**config.mk**
```make
export PLATFORM = sky130hd
export DESIGN_NAME = png_row_unfilter_rgba8
export DESIGN_NICKNAME = d
export VERILOG_FILES = /design/src/design/pngunf_pkg.sv /design/src/design/pngunf_lane.sv /design/src/design/png_row_unfilter_rgba8.sv
export SDC_FILE = /design/constraint.sdc
export NUM_CORES = 1
export LEC_CHECK = 0
export ABC_AREA = 1
export BUFFER_PORTS_ARGS = -buffer_cell sky130_fd_sc_hd__buf_2
export CAP_MARGIN = 20
export CORE_MARGIN = 2
export CORE_UTILIZATION = 65
export DETAILED_ROUTE_END_ITERATION = 16
export GPL_TIMING_DRIVEN = 0
export PLACE_DENSITY = 0.83
export SKIP_CTS_REPAIR_TIMING = 1
export SLEW_MARGIN = 30
export SYNTH_ARGS = -nofsm -noshare
export SYNTH_HDL_FRONTEND = slang
export SYNTH_HIERARCHICAL = 1
export SYNTH_SLANG_ARGS = --single-unit
```
**constraint.sdc**
```tcl
create_clock -name clk -period 15.5 [get_ports clk]
set_input_delay 2.325 -clock clk [delete_from_list [all_inputs] [get_ports clk]]
set_output_delay 2.325 -clock clk [all_outputs]
set_load 0.01 [all_outputs]
```
**src/design/pngunf_pkg.sv**
```systemverilog
// Shared types and filter codes for the PNG row unfilter block.
package pngunf_pkg;

    localparam int PIXEL_BYTES = 4;
    localparam int PIXEL_W     = 8 * PIXEL_BYTES;

    localparam logic [7:0] FILTER_NONE  = 8'd0;
    localparam logic [7:0] FILTER_SUB   = 8'd1;
    localparam logic [7:0] FILTER_UP    = 8'd2;
    localparam logic [7:0] FILTER_AVG   = 8'd3;
    localparam logic [7:0] FILTER_PAETH = 8'd4;

    typedef struct packed {
        logic [7:0]         filter_type;
        logic [PIXEL_W-1:0] filtered_pixel;
        logic [PIXEL_W-1:0] above_pixel;
        logic               has_above;
        logic               row_start;
        logic               row_end;
    } filt_item_t;

    typedef struct packed {
        logic [PIXEL_W-1:0] decoded_pixel;
        logic               bad_filter;
        logic               row_last;
    } dec_item_t;

endpackage

```
**src/design/pngunf_lane.sv**
```systemverilog
// One byte lane of scanline reconstruction: predictor select and modulo-256 add.
module pngunf_lane
(
    input  logic [7:0] filter_type,
    input  logic [7:0] filt_byte,
    input  logic [7:0] left_byte,
    input  logic [7:0] up_byte,
    input  logic [7:0] ul_byte,
    output logic [7:0] dec_byte
);

    logic [8:0]        avg_sum;
    logic signed [9:0] pa_raw;
    logic signed [9:0] pb_raw;
    logic signed [9:0] pc_raw;
    logic [9:0]        pa;
    logic [9:0]        pb;
    logic [9:0]        pc;
    logic [7:0]        paeth;
    logic [7:0]        pred;

    assign avg_sum = {1'b0, left_byte} + {1'b0, up_byte};

    // p - a = b - c, p - b = a - c, p - c = a + b - 2c
    assign pa_raw = $signed({2'b00, up_byte}) - $signed({2'b00, ul_byte});
    assign pb_raw = $signed({2'b00, left_byte}) - $signed({2'b00, ul_byte});
    assign pc_raw = pa_raw + pb_raw;

    assign pa = pa_raw[9] ? 10'(-pa_raw) : 10'(pa_raw);
    assign pb = pb_raw[9] ? 10'(-pb_raw) : 10'(pb_raw);
    assign pc = pc_raw[9] ? 10'(-pc_raw) : 10'(pc_raw);

    always_comb
    begin
        if ((pa <= pb) && (pa <= pc))
        begin
            paeth = left_byte;
        end
        else if (pb <= pc)
        begin
            paeth = up_byte;
        end
        else
        begin
            paeth = ul_byte;
        end
    end

    always_comb
    begin
        unique case (filter_type)
            pngunf_pkg::FILTER_SUB:   pred = left_byte;
            pngunf_pkg::FILTER_UP:    pred = up_byte;
            pngunf_pkg::FILTER_AVG:   pred = avg_sum[8:1];
            pngunf_pkg::FILTER_PAETH: pred = paeth;
            default:                  pred = 8'd0;
        endcase
    end

    assign dec_byte = filt_byte + pred;

endmodule

```
**src/design/png_row_unfilter_rgba8.sv**
```systemverilog
// Top level: PNG scanline reconstruction for RGBA8, one pixel per transfer.
// A pixel taken into the input register moves on to the result register, which drives dec_item.
// Throughput: one pixel per cycle while dec_ready is high; the left-pixel feedback passes through one register.
// An input register and a result register part the two sides, so while a result
// stalls, an empty input register can still take one more pixel.
// Reset: rst_n clears both valid flags and the left and upper-left pixels.
module png_row_unfilter_rgba8
#(
    parameter int BYTES_PER_PIXEL = 4
)
(
    input  logic                   clk,
    input  logic                   rst_n,
    input  logic                   filt_valid,
    output logic                   filt_ready,
    input  pngunf_pkg::filt_item_t filt_item,
    output logic                   dec_valid,
    input  logic                   dec_ready,
    output pngunf_pkg::dec_item_t  dec_item
);

    // Lanes beyond the field width do not exist; lanes at or above the
    // configured pixel size decode to zero.
    localparam int LANES = (BYTES_PER_PIXEL < pngunf_pkg::PIXEL_BYTES) ?
                           BYTES_PER_PIXEL : pngunf_pkg::PIXEL_BYTES;

    pngunf_pkg::filt_item_t in_item_reg;
    logic                   in_valid_reg;
    pngunf_pkg::dec_item_t  out_item_reg;
    pngunf_pkg::dec_item_t  out_item_next;
    logic                   out_valid_reg;

    logic [pngunf_pkg::PIXEL_W-1:0] left_pixel_reg;
    logic [pngunf_pkg::PIXEL_W-1:0] upper_left_reg;

    logic                           advance;
    logic                           bad;
    logic [pngunf_pkg::PIXEL_W-1:0] up_pix;
    logic [pngunf_pkg::PIXEL_W-1:0] left_pix;
    logic [pngunf_pkg::PIXEL_W-1:0] ul_pix;
    logic [pngunf_pkg::PIXEL_W-1:0] lanes_out;

    // Advance the held pixel into the result register when that register is
    // empty or its transfer completes this cycle.
    assign advance    = in_valid_reg && (!out_valid_reg || dec_ready);
    assign filt_ready = !in_valid_reg || advance;

    // Drop the neighbors that do not exist: no previous row zeroes up and
    // upper-left, a row start zeroes left and upper-left.
    assign up_pix   = in_item_reg.has_above ? in_item_reg.above_pixel : '0;
    assign left_pix = in_item_reg.row_start ? '0 : left_pixel_reg;
    assign ul_pix   = (in_item_reg.row_start || !in_item_reg.has_above) ?
                      '0 : upper_left_reg;
    assign bad      = in_item_reg.filter_type > pngunf_pkg::FILTER_PAETH;

    for (genvar lane = 0; lane < pngunf_pkg::PIXEL_BYTES; lane++)
    begin : g_lane
        if (lane < LANES)
        begin : g_active
            pngunf_lane u_lane
            (
                .filter_type (in_item_reg.filter_type),
                .filt_byte   (in_item_reg.filtered_pixel[8*lane +: 8]),
                .left_byte   (left_pix[8*lane +: 8]),
                .up_byte     (up_pix[8*lane +: 8]),
                .ul_byte     (ul_pix[8*lane +: 8]),
                .dec_byte    (lanes_out[8*lane +: 8])
            );
        end
        else
        begin : g_unused
            assign lanes_out[8*lane +: 8] = 8'd0;
        end
    end

    // An invalid filter yields a zero pixel, which also becomes the new left.
    always_comb
    begin
        out_item_next.decoded_pixel = bad ? '0 : lanes_out;
        out_item_next.bad_filter    = bad;
        out_item_next.row_last      = in_item_reg.row_end;
    end

    // Control and predictor state.
    always_ff @(posedge clk or negedge rst_n)
    begin
        if (!rst_n)
        begin
            in_valid_reg   <= 1'b0;
            out_valid_reg  <= 1'b0;
            left_pixel_reg <= '0;
            upper_left_reg <= '0;
        end
        else
        begin
            if (filt_ready)
            begin
                in_valid_reg <= filt_valid;
            end
            if (advance)
            begin
                out_valid_reg  <= 1'b1;
                left_pixel_reg <= out_item_next.decoded_pixel;
                upper_left_reg <= up_pix;
            end
            else if (dec_ready)
            begin
                out_valid_reg <= 1'b0;
            end
        end
    end

    // Payload registers: load on transfer, hold otherwise.
    always_ff @(posedge clk)
    begin
        if (filt_valid && filt_ready)
        begin
            in_item_reg <= filt_item;
        end
        if (advance)
        begin
            out_item_reg <= out_item_next;
        end
    end

    assign dec_valid = out_valid_reg;
    assign dec_item  = out_item_reg;

endmodule

```
# [Word level (Yosys, flattened, before mapping)]
# Cells that the tools add are included.
[word_totals] regBits=175 inputBits=79 output_inout_bits=36 elab_cells=105
[classes] addsub=32 order_cmp=13 eq_ne=4 n_mux=30 n_reduce_logical=13
[ops] cell="2-to-1 mux 32 bit" n=4
[ops] cell="one-hot mux 8 bit (4 select lines)" n=4
[ops] cell="less-or-equal comparator 10 bit" n=12
[ops] cell="2-to-1 mux 10 bit" n=12
[ops] cell="negator 10 bit" n=12
[ops] cell="subtractor 8 x 8 -> 9 bit" n=8
[ops] cell="2-to-1 mux 8 bit" n=8
[ops] cell="adder 10 bit" n=4
[ops] cell="adder 8 x 8 -> 9 bit" n=4
[ops] cell="adder 8 bit" n=4
[ops] cell="== test 8 x 2 -> 1 bit (second input constant)" n=2
[ops] cell="== test 8 x 1 -> 1 bit (second input constant)" n=1
[ops] cell="== test 8 x 3 -> 1 bit (second input constant)" n=1
[ops] cell="greater-than comparator 8 x 3 -> 1 bit (second input constant)" n=1
[ops] cell="logical AND 1 bit" n=6
[ops] cell="zero test 1 bit" n=3
[ops] cell="logical OR 1 bit" n=3
[ops] cell="2-to-1 mux 1 bit" n=2
[ops] cell="nonzero test 2 bit" n=1

# [Longest topological paths before layout]
# Gate-level depths: netlist (run 1).
[depth] depth_word=13 mapped_depth=56 mapped_depth_nobuf=53

# [By module]
# Netlist (run 1), hierarchy kept.
[by_module_without_submodules] mod="png_row_unfilter_rgba8" instances=1 cells_each=645 area_each_um2=6885.4 seq_area_each_um2=4924.7
[by_module_without_submodules] mod="pngunf_lane at g_lane[2].g_active.u_lane" instances=1 cells_each=590 area_each_um2=3524.6 seq_area_each_um2=0.0
[by_module_without_submodules] mod="pngunf_lane at g_lane[0].g_active.u_lane" instances=1 cells_each=594 area_each_um2=3468.3 seq_area_each_um2=0.0
[by_module_without_submodules] mod="pngunf_lane at g_lane[1].g_active.u_lane" instances=1 cells_each=573 area_each_um2=3425.8 seq_area_each_um2=0.0
[by_module_without_submodules] mod="pngunf_lane at g_lane[3].g_active.u_lane" instances=1 cells_each=575 area_each_um2=3380.7 seq_area_each_um2=0.0

# [Worst setup path after synthesis (run 1)]
# No wires, ideal clock.
[synth_timing] path_type="register -> register" from="register in_item_reg[1] (netlist bit)" to="register out_item_reg (netlist bit dec_item[17]) (data pin)" setup_time_ns=0.256 arrival_time_ns=6.107 t_required_ns=15.244 path_slack_ns=9.138 path_stages_with_launch=47 path_buffers=3 synth_period_minus_slack_ns=6.362 path_cell_list="edfxtp_1 clkbuf_1 inv_1 nand2_1 buf_2 nor2_1 ha_1 inv_1 fa_1 xor2_1 ha_1 a21oi_1 nand2_1 xnor2_1 nand3_1 nor2_2 nand2_2 nor2_1 (+11 left out) nor2_1 a211oi_1 o21ai_1 ha_1 nand3_1 nand2_1 a21oi_1 o21bai_1 nand2_1 nand2_1 a21oi_1 or2_2 nand2_1 nand3_1 nand2_1 inv_1 inv_1 nor2_1"
[synth_lines] item="start: declaration" line="png_row_unfilter_rgba8.sv:27" text="pngunf_pkg::filt_item_t in_item_reg;"
[synth_lines] item="start signal: assignment" line="png_row_unfilter_rgba8.sv:118" text="in_item_reg <= filt_item;"
[synth_lines] item="end signal: assignment" line="png_row_unfilter_rgba8.sv:122" text="out_item_reg <= out_item_next;"
[synth_lines] item="end: declaration" line="png_row_unfilter_rgba8.sv:29" text="pngunf_pkg::dec_item_t out_item_reg;"

==> results of run 1 <==
[layout make-up]
class / count / area [sq um]
inverters: 540 / 2030
multi-input cells: 2225 / 13500
well taps: 402 / 503
fillers: 2635 / 9030
clock inverters: 15 / 165
plain buffers: 45 / 260
clock buffers: 17 / 425
flip-flops and latches: 175 / 4920
repair buffers: 116 / 621
[cells by family after synthesis]
| logic type | Yosys count | synth area share [%] |
|---|---|---|
| and+or+nand+nor | 1422 | 31.1 |
| buffers and inverters | 585 | 11.1 |
| AOI/OAI and AO/OA | 390 | 11.2 |
| adders and majority gates | 288 | 18.1 |
| DFF | 175 | 23.8 |
| xor gates and xnor gates | 109 | 4.62 |
| other | 8 | 0.145 |
[layout by cell type (no fill, tap or decap), drive strengths merged, types with 85 or more instances in the layout]
master and count:
a21oi 136, o21ai 141, xor2 85, nand3 164, nor2 286, ha 268
buf 151, edfxtp 109, nand2 803, inv 547
[power breakdown]
part / leakage (nW) / switching, mW / internal, mW
combinational: 9.80 / 1.32 / 0.744
clock: 0.285 / 0.227 / 0.217
sequential: 1.94 / 0.0198 / 0.541
total: 12.0 / 1.57 / 1.50
[per-layer routing]
metal  GRT usage (%)  vias up  part of all wire, %
li1                -     9999                    -
met1            45.4     9189                   44
met2            57.3      751                   45
met3            4.53      152                  6.2
met4            15.5        2                  4.3
met5               0        -                0.023
[critical path: cells and delay by family, from the launching register on]
kind / cells / cell delay (ns)
and+or+nand+nor: 20 / 2.32
AOI/OAI and AO/OA: 10 / 1.76
adders and majority gates: 5 / 1.68
buffers and inverters: 8 / 1.36
xor gates and xnor gates: 2 / 0.64
DFF: 1 / 0.37
[stage by stage]
step	hold WS (ns)	setup slack (ns)	instance area (sq um)	total power, mW
after floorplan	0.400	9.14	20700	2.13
after global placement	0.409	7.66	21800	2.50
after detailed placement	0.418	7.41	21800	2.58
after CTS	0.436	7.37	22400	3.04
after global routing	0.445	6.49	22400	3.38
final	0.433	7.13	22400	3.07
[worst paths after layout]
| kind | startpoint | slack (ns) | cells past startpoint | endpoint |
|---|---|---|---|---|
| worst min-delay path | in_item_reg[0]$_DFFE_PP_ | 0.43 | 0 | dec_item[0]$_DFFE_PP_ |
| max in group asynchronous | rst_n | 13.12 | 2 | upper_left_reg[20]$_DFFE_PN0P_ |
| worst max register to register | in_item_reg[2]$_DFFE_PP_ | 7.13 | 45 | dec_item[33]$_DFFE_PP_ |
| worst min register to register | in_item_reg[0]$_DFFE_PP_ | 0.43 | 0 | dec_item[0]$_DFFE_PP_ |
| min in group asynchronous | rst_n | 1.78 | 1 | upper_left_reg[7]$_DFFE_PN0P_ |
| worst max-delay path | in_item_reg[2]$_DFFE_PP_ | 7.13 | 45 | dec_item[33]$_DFFE_PP_ |
==> results by stage, run 1 <==
STA:
- The highest clock rate is 120 MHz.
- At the pin with the least slew margin, the transition time is 0.995 ns.
- In the final timing run, aggregate negative setup slack is 0 ns.
- The final-report max-slew violation count was 0.
- The worst slew margin relative to its limit is 33.0%.
- Setup repair after global routing left no endpoint under its margin.
- The hold violation count in the final report came to 0.
- The fraction of the cycle the final worst path needs is 54.0%.
- The minimum clock period is 8.37 ns.
- The post-route clock skew is 0.0180 ns.
- Setup violations remaining at the end of the flow were counted as 0.

Clocking:
- The TritonCTS clock tree is done.
- The longest clock path from root to sink contains 2 buffers.
- The clock transition time at the flip-flop clock pins of the worst setup and hold paths is 0.08 ns.
- The buffer cell driving the clock tree root is clkbuf_16.
- The clock tree synthesis step divided the H-tree into 4 levels.
- Counting the buffers created by CTS gives 17.
- The latest clock arrival within the worst-skew pair is 0.46 ns.
- The CTS sink count is 175.

Floorplan:
- Measured along the y axis, the die boundary spans 182 microns.
- The effective utilization at floorplan is 65.7%.
- The floorplan step defined a die boundary enclosing 0.0333 sq mm.
- In this run the standard cell core region covers 0.0315 sq mm.
- The number of core rows is 65.
- The horizontal extent of the die is 182 microns.
- The top-level I/O count is 115.

Final layout:
- 0 antenna diodes ended up in the layout.
- The area overhead of the layout relative to synthesis is 8.50%.
- Of the cells placed in the final design, the portion with a size suffix greater than 1 is 10.8%.
- The net total in the final layout is 3487.
- The number of flip-flops in the largest register is 75.
- After the flow finishes, the layout carries non-filler instances totaling 3535.
- For this run, the share of the core covered by cells in the final layout is 71.3%.

Worst setup path:
- STA puts the critical path data required time at 15.72 ns.
- STA classifies the critical path endpoint as a flop.
- The critical path is of the flop to flop type.
- The cell with the largest stage delay on the worst path is fa_1.
- Among the stages of the critical path, the cell type that occurs most often is nand2_1.
- The sort of element at the start of the critical path is a flop.
- The largest fanout on the critical path is 10.
- The worst path arrival time is 8.59 ns.
- The critical path's largest stage delay is 0.42 ns.

Pwr:
- VDD sags by at most 0.109 mV.
- For this design the static power due to leakage is 12.0 nW.
- The cell area power density is 137 mW/mm^2.

Synthesis:
- After synthesis, the share of flip-flops with an asynchronous set or reset is 37.7%.
- After synthesis, the largest area contributor takes up 16.2% of total cell area.
- Yosys mapped a number of flops with a built-in enable equal to 109.
- The synthesized design contains 175 register bits.
- The mean instance size in the synthesized netlist is 6.95 sq um.
- Counting instances in the post-synthesis netlist gives the leading cell types as 739 x nand2_1, 520 x inv_1, 279 x nor2_1, 268 x ha_1, 146 x nand3_1.
- The most used flip-flop cell after synthesis is edfxtp_1.
- The total of warnings raised by yosys is 6.
- The distinct cell type count of the synthesized netlist is 56.
- The largest total area in the synthesized netlist belongs to ha_1.
- The cell area that synthesis handed to floorplanning was 0.0207 sq mm.
- Counting every instance in the synthesized netlist gives 2977.
- The register area share after synthesis is 23.8%.
- After synthesis, the cell types taking the most area are ha_1 16%, edfxtp_1 16%, nand2_1 13%, inv_1 9.4%, dfrtp_1 8.0%.
- Yosys instantiated no cell more often than nand2_1.

Place:
- The half-perimeter wire length after placement is 46000 microns.
- The congestion estimate from routability-driven global placement came to 0.998.
- The count of input and output buffers is 114.
- In this run, placement finished with an instance count of 3503.

Global route:
- The number of antenna violations at the first check in global routing was 1.
- Summed over all layers, the global routing overflow is 0.
- The largest net degree at the start of global routing is 49.
- The number of global-route vias before repair was 19200.
- The global router's overall resource usage is 34.6%.
- The wire length of the first global-routing pass is 92800 microns.

Min path:
- In this run the worst hold path is classified as flop to flop.

Outcome:
- The run finished with clean final reports.

Drt:
- The residual antenna-violating net count after detailed routing is 0.
- The average wire per cell in the routed design is 16.1 microns.
- The DRC violations left is 0.
- In this run, the number of DRC markers left after iteration 0 of detailed routing was 1618.
- Summed over all layers, the routed wires come to 57000 microns.
- The count of TritonRoute iterations in the first routing pass is 6.
- The number of vias in the routed layout is 20100.
- Using the TritonRoute via totals, the vias-per-cell ratio works out to 5.68.

Run:
- The total of max-cap violations is 0.
No activity file was read; power rests on OpenSTA's default activity.
==> run 2, diff against run 1 <==
--- a/config.mk
+++ b/config.mk
@@ -9,10 +9,10 @@
 export BUFFER_PORTS_ARGS = -buffer_cell sky130_fd_sc_hd__buf_2
 export CAP_MARGIN = 20
 export CORE_MARGIN = 2
-export CORE_UTILIZATION = 65
+export CORE_UTILIZATION = 58
 export DETAILED_ROUTE_END_ITERATION = 16
 export GPL_TIMING_DRIVEN = 0
-export PLACE_DENSITY = 0.83
+export PLACE_DENSITY = 0.78
 export SKIP_CTS_REPAIR_TIMING = 1
 export SLEW_MARGIN = 30
 export SYNTH_ARGS = -nofsm -noshare
==> constraint.sdc (replaced) <==
create_clock -name clk -period 7.11 [get_ports clk]
set_input_delay 1.0665 -clock clk [delete_from_list [all_inputs] [get_ports clk]]
set_output_delay 1.0665 -clock clk [all_outputs]
set_load 0.01 [all_outputs]
==> run 2 against run 1 <==
- the run now ends with setup timing left
- highest routed layer is now met4
- clock skew fell by 0.0013 ns
- first-iteration DRC count rose by 9.0%
- maximum frequency rose by 17%
- clock power rose by 130%
- non-clock buffer count rose by 109
- global-route usage fell by 3.1 points
==> results by stage, run 2 (synthesized netlist as in run 1, its figures left out) <==
Clocking:
- The H-tree level count is 4.
- The TritonCTS clock tree is done.
- The number of buffers created by CTS is 17.
- Clock tree synthesis selected as its root buffer the cell clkbuf_16.
- In this run the deepest clock path goes through 2 buffers.
- The CTS sink count is 175.
- The latest clock arrival within the worst-skew pair is 0.46 ns.
- After clock tree synthesis, the clock-pin slew on the worst setup and hold paths is 0.08 ns.

Min path:
- The path class of the tightest hold or removal check is flop to flop.
- The hold path depth is 0.
- The endpoint with the worst hold slack is dec_item[0]$_DFFE_PP_.
- The worst hold path begins at in_item_reg[0]$_DFFE_PP_.

Pwr:
- The combinational share of power is 70.9%.
- The share of total power in the clock network is 13.1%.
- The power share of the sequential group is 16.0%.
- In this run the power spent charging and discharging nets is 3.79 mW.
- The internal portion of total power is 3.84 mW.
- The cell area power density is 304 mW/mm^2.
- IR analysis of the VDD net gives a maximum drop of 0.298 mV.
- Summing internal, switching and leakage power gives 7.63 mW.
- The leakage power of the design is 12.8 nW.
- The proportion of total power due to net switching is 49.7%.

Drt:
- Using the TritonRoute via totals, the vias-per-cell ratio works out to 5.69.
- For this block, the initial DRC count from the detailed router was 1763.
- The count of TritonRoute iterations in the first routing pass is 5.
- The sum of routed wire length over all layers is 62400 microns.
- Dividing the detail-routed wire length by the instance count gives 16.8 microns.
- The detailed router placed 21100 vias in this run.
- In the routed design, unresolved DRC markers number 0.
- The residual antenna-violating net count after detailed routing is 0.

Global route:
- Across every metal layer, demand over resource in global routing totals 31.5%.
- The number of global-route vias before repair is 19300.
- After global routing the overflow that remains totals 0.
- The first global-routing pass estimated 93200 microns of wire.
- Entering global routing, the biggest net connects 45 pins.
- The number of antenna violations at the first check in global routing is 0.

Worst setup path:
- In this run the worst path has a maximum fanout of 5.
- The cell with the largest stage delay on the worst path is edfxtp_1.
- The worst register-to-register path ends at dec_item[33]$_DFFE_PP_.
- The sort of element at the start of the critical path is a flop.
- The worst register-to-register path has a setup slack of -0.06 ns.
- The category of cells accounting for the largest share of critical-path delay is simple AND/OR/NAND/NOR gates.
- For this run, the slowest stage of the critical path takes 0.52 ns.
- The setup path with the least slack is of type flop to flop.
- At the worst endpoint, the required time is 7.32 ns.
- The launch point of the worst reg-to-reg path is in_item_reg[1]$_DFFE_PP_.
- The worst path arrival time is 7.38 ns.
- Counting cells, the worst reg-to-reg path comes to 45.
- The capturing element type of the critical path is a flop.
- The number of buffer and inverter instances along the worst setup path is 9.

Final layout:
- The finished layout holds 3703 standard cells, fillers aside.
- The post-layout utilization of the core is 71.2%.
- The register with the most flip-flops in the layout has 75 of them.
- In the layout the commonest cells are 697 x nand2_1, 481 x inv_1, 228 x nor2_1.
- The most frequent standard cell in the layout excluding fill and tap cells is nand2_1.
- The fraction of layout instances using a drive strength above 1 is 22.8%.
- The number of antenna diodes in the final layout is 0.
- Counting the fill cells in the layout gives 2789.
- The net total in the final layout is 3596.
- Compared with the post-synthesis result, the final layout area differs by 21.5%.

STA:
- Final hold analysis gives a worst-case slack of 0.426 ns.
- The summed negative setup slack over all endpoints is -0.0561 ns.
- The worst setup slack after layout is -0.0561 ns.
- The hold violation count in the final report is 0.
- In this run the tightest slew margin relative to its limit is 35.4%.
- Between clock sinks in the finished design, the worst skew comes to 0.0167 ns.
- The final-report max-slew violation count is 0.
- Setup repair after global routing could not meet its margin everywhere.
- The minimum clock period is 7.17 ns.
- The worst path uses 101% of the clock period.
- For the pin with the worst max-slew slack, the measured transition is 0.960 ns.
- Static timing analysis puts the maximum clock frequency at 140 MHz.
- Setup violations remaining at the end of the flow were counted as 1.

Place:
- The global placer's final weighted congestion is 0.975.
- The count of input and output buffers is 114.
- The half-perimeter wire length after placement is 47000 microns.
- The number of placed instances, taps included, is 3562.

Outcome:
- The checks that failed: setup timing.
- The run finished, with violations left.

Floorplan:
- The die covers 0.0372 sq mm.
- The die outline height is 193 microns.
- The effective utilization at floorplan is 58.6%.
- The horizontal extent of the die is 193 microns.
- The area of the core is 0.0353 sq mm.
- The top-level I/O count is 115.
- In this run the core area contains 69 standard-cell rows.

Run:
- The total of max-cap violations is 0.
[run 2: changes by cell type in the layout (fill, tap and decap cells not counted), moves of 37 or more]
cell / change
buf_4: +103
ha_1: -51
nor2_1: -51
nand2_1: -42
ha_4: +41
inv_1: -38
nand2_2: +37
[run 2: worst reg2reg max path: cells and delay by family, from the launching register on]
| family | cells | cell delay, ns |
|---|---|---|
| flip-flops | 1 | 0.52 |
| AND/OR/NAND/NOR | 20 | 2.08 |
| AO/OA/AOI/OAI | 9 | 1.32 |
| buffers and inverters | 9 | 0.93 |
| XOR/XNOR | 2 | 0.45 |
| adder cells (fa/ha/maj) | 5 | 1.61 |
[run 2: worst max-delay path by stage]
| stage | startpoint | end | cells after the start |
|---|---|---|---|
| finish | in_item_reg[1]$_DFFE_PP_ | dec_item[33]$_DFFE_PP_ | 45 |
| floorplan | in_item_reg[1]$_DFFE_PP_ | dec_item[17]$_DFFE_PP_ | 46 |
| global placement | in_item_reg[2]$_DFFE_PP_ | dec_item[17]$_DFFE_PP_ | 47 |
| detailed placement | in_item_reg[2]$_DFFE_PP_ | dec_item[33]$_DFFE_PP_ | 43 |
| global route | in_item_reg[1]$_DFFE_PP_ | dec_item[33]$_DFFE_PP_ | 48 |
| CTS | in_item_reg[2]$_DFFE_PP_ | dec_item[33]$_DFFE_PP_ | 43 |
[run 2: cell type report]
cell class                 instances  area [sq um]  area share [%]
multi-input combinational       2225         15000            59.9
sequential                       175          4920            19.6
inverter                         540          2040            8.14
timing repair buffer             227          1550            6.15
tap                              461           577            2.30
clock buffer                      18           429            1.71
buffer                            43           372            1.48
clock inverter                    14           191           0.762
[run 2: power by group through the flow]
| stage | registers [mW] | clock network (mW) | logic (mW) |
|---|---|---|---|
| after detailed placement | 1.24 | 0 | 4.41 |
| after CTS | 1.22 | 1.02 | 4.43 |
| final | 1.22 | 1.00 | 5.41 |
| after global placement | 1.24 | 0 | 4.19 |
| after global routing | 1.23 | 1.06 | 6.02 |
| after floorplan | 1.24 | 0 | 3.41 |
[run 2: layer usage]
layer | GRT usage (%) | vias up | share of wire [%]
li1 | - | 10200 | -
met1 | 41.1 | 9771 | 42
met2 | 52.3 | 913 | 47
met3 | 4.66 | 184 | 7.1
met4 | 13.0 | 0 | 4.3
met5 | 0 | - | 0
[run 2: per-stage QoR]
step / worst slack, ns / cell area [sq um]
floorplan: 0.748 / 20700
global placement: -0.826 / 21900
detailed placement: -1.00 / 21900
CTS: -1.10 / 22600
global route: -0.366 / 25100
finish: -0.0561 / 25100
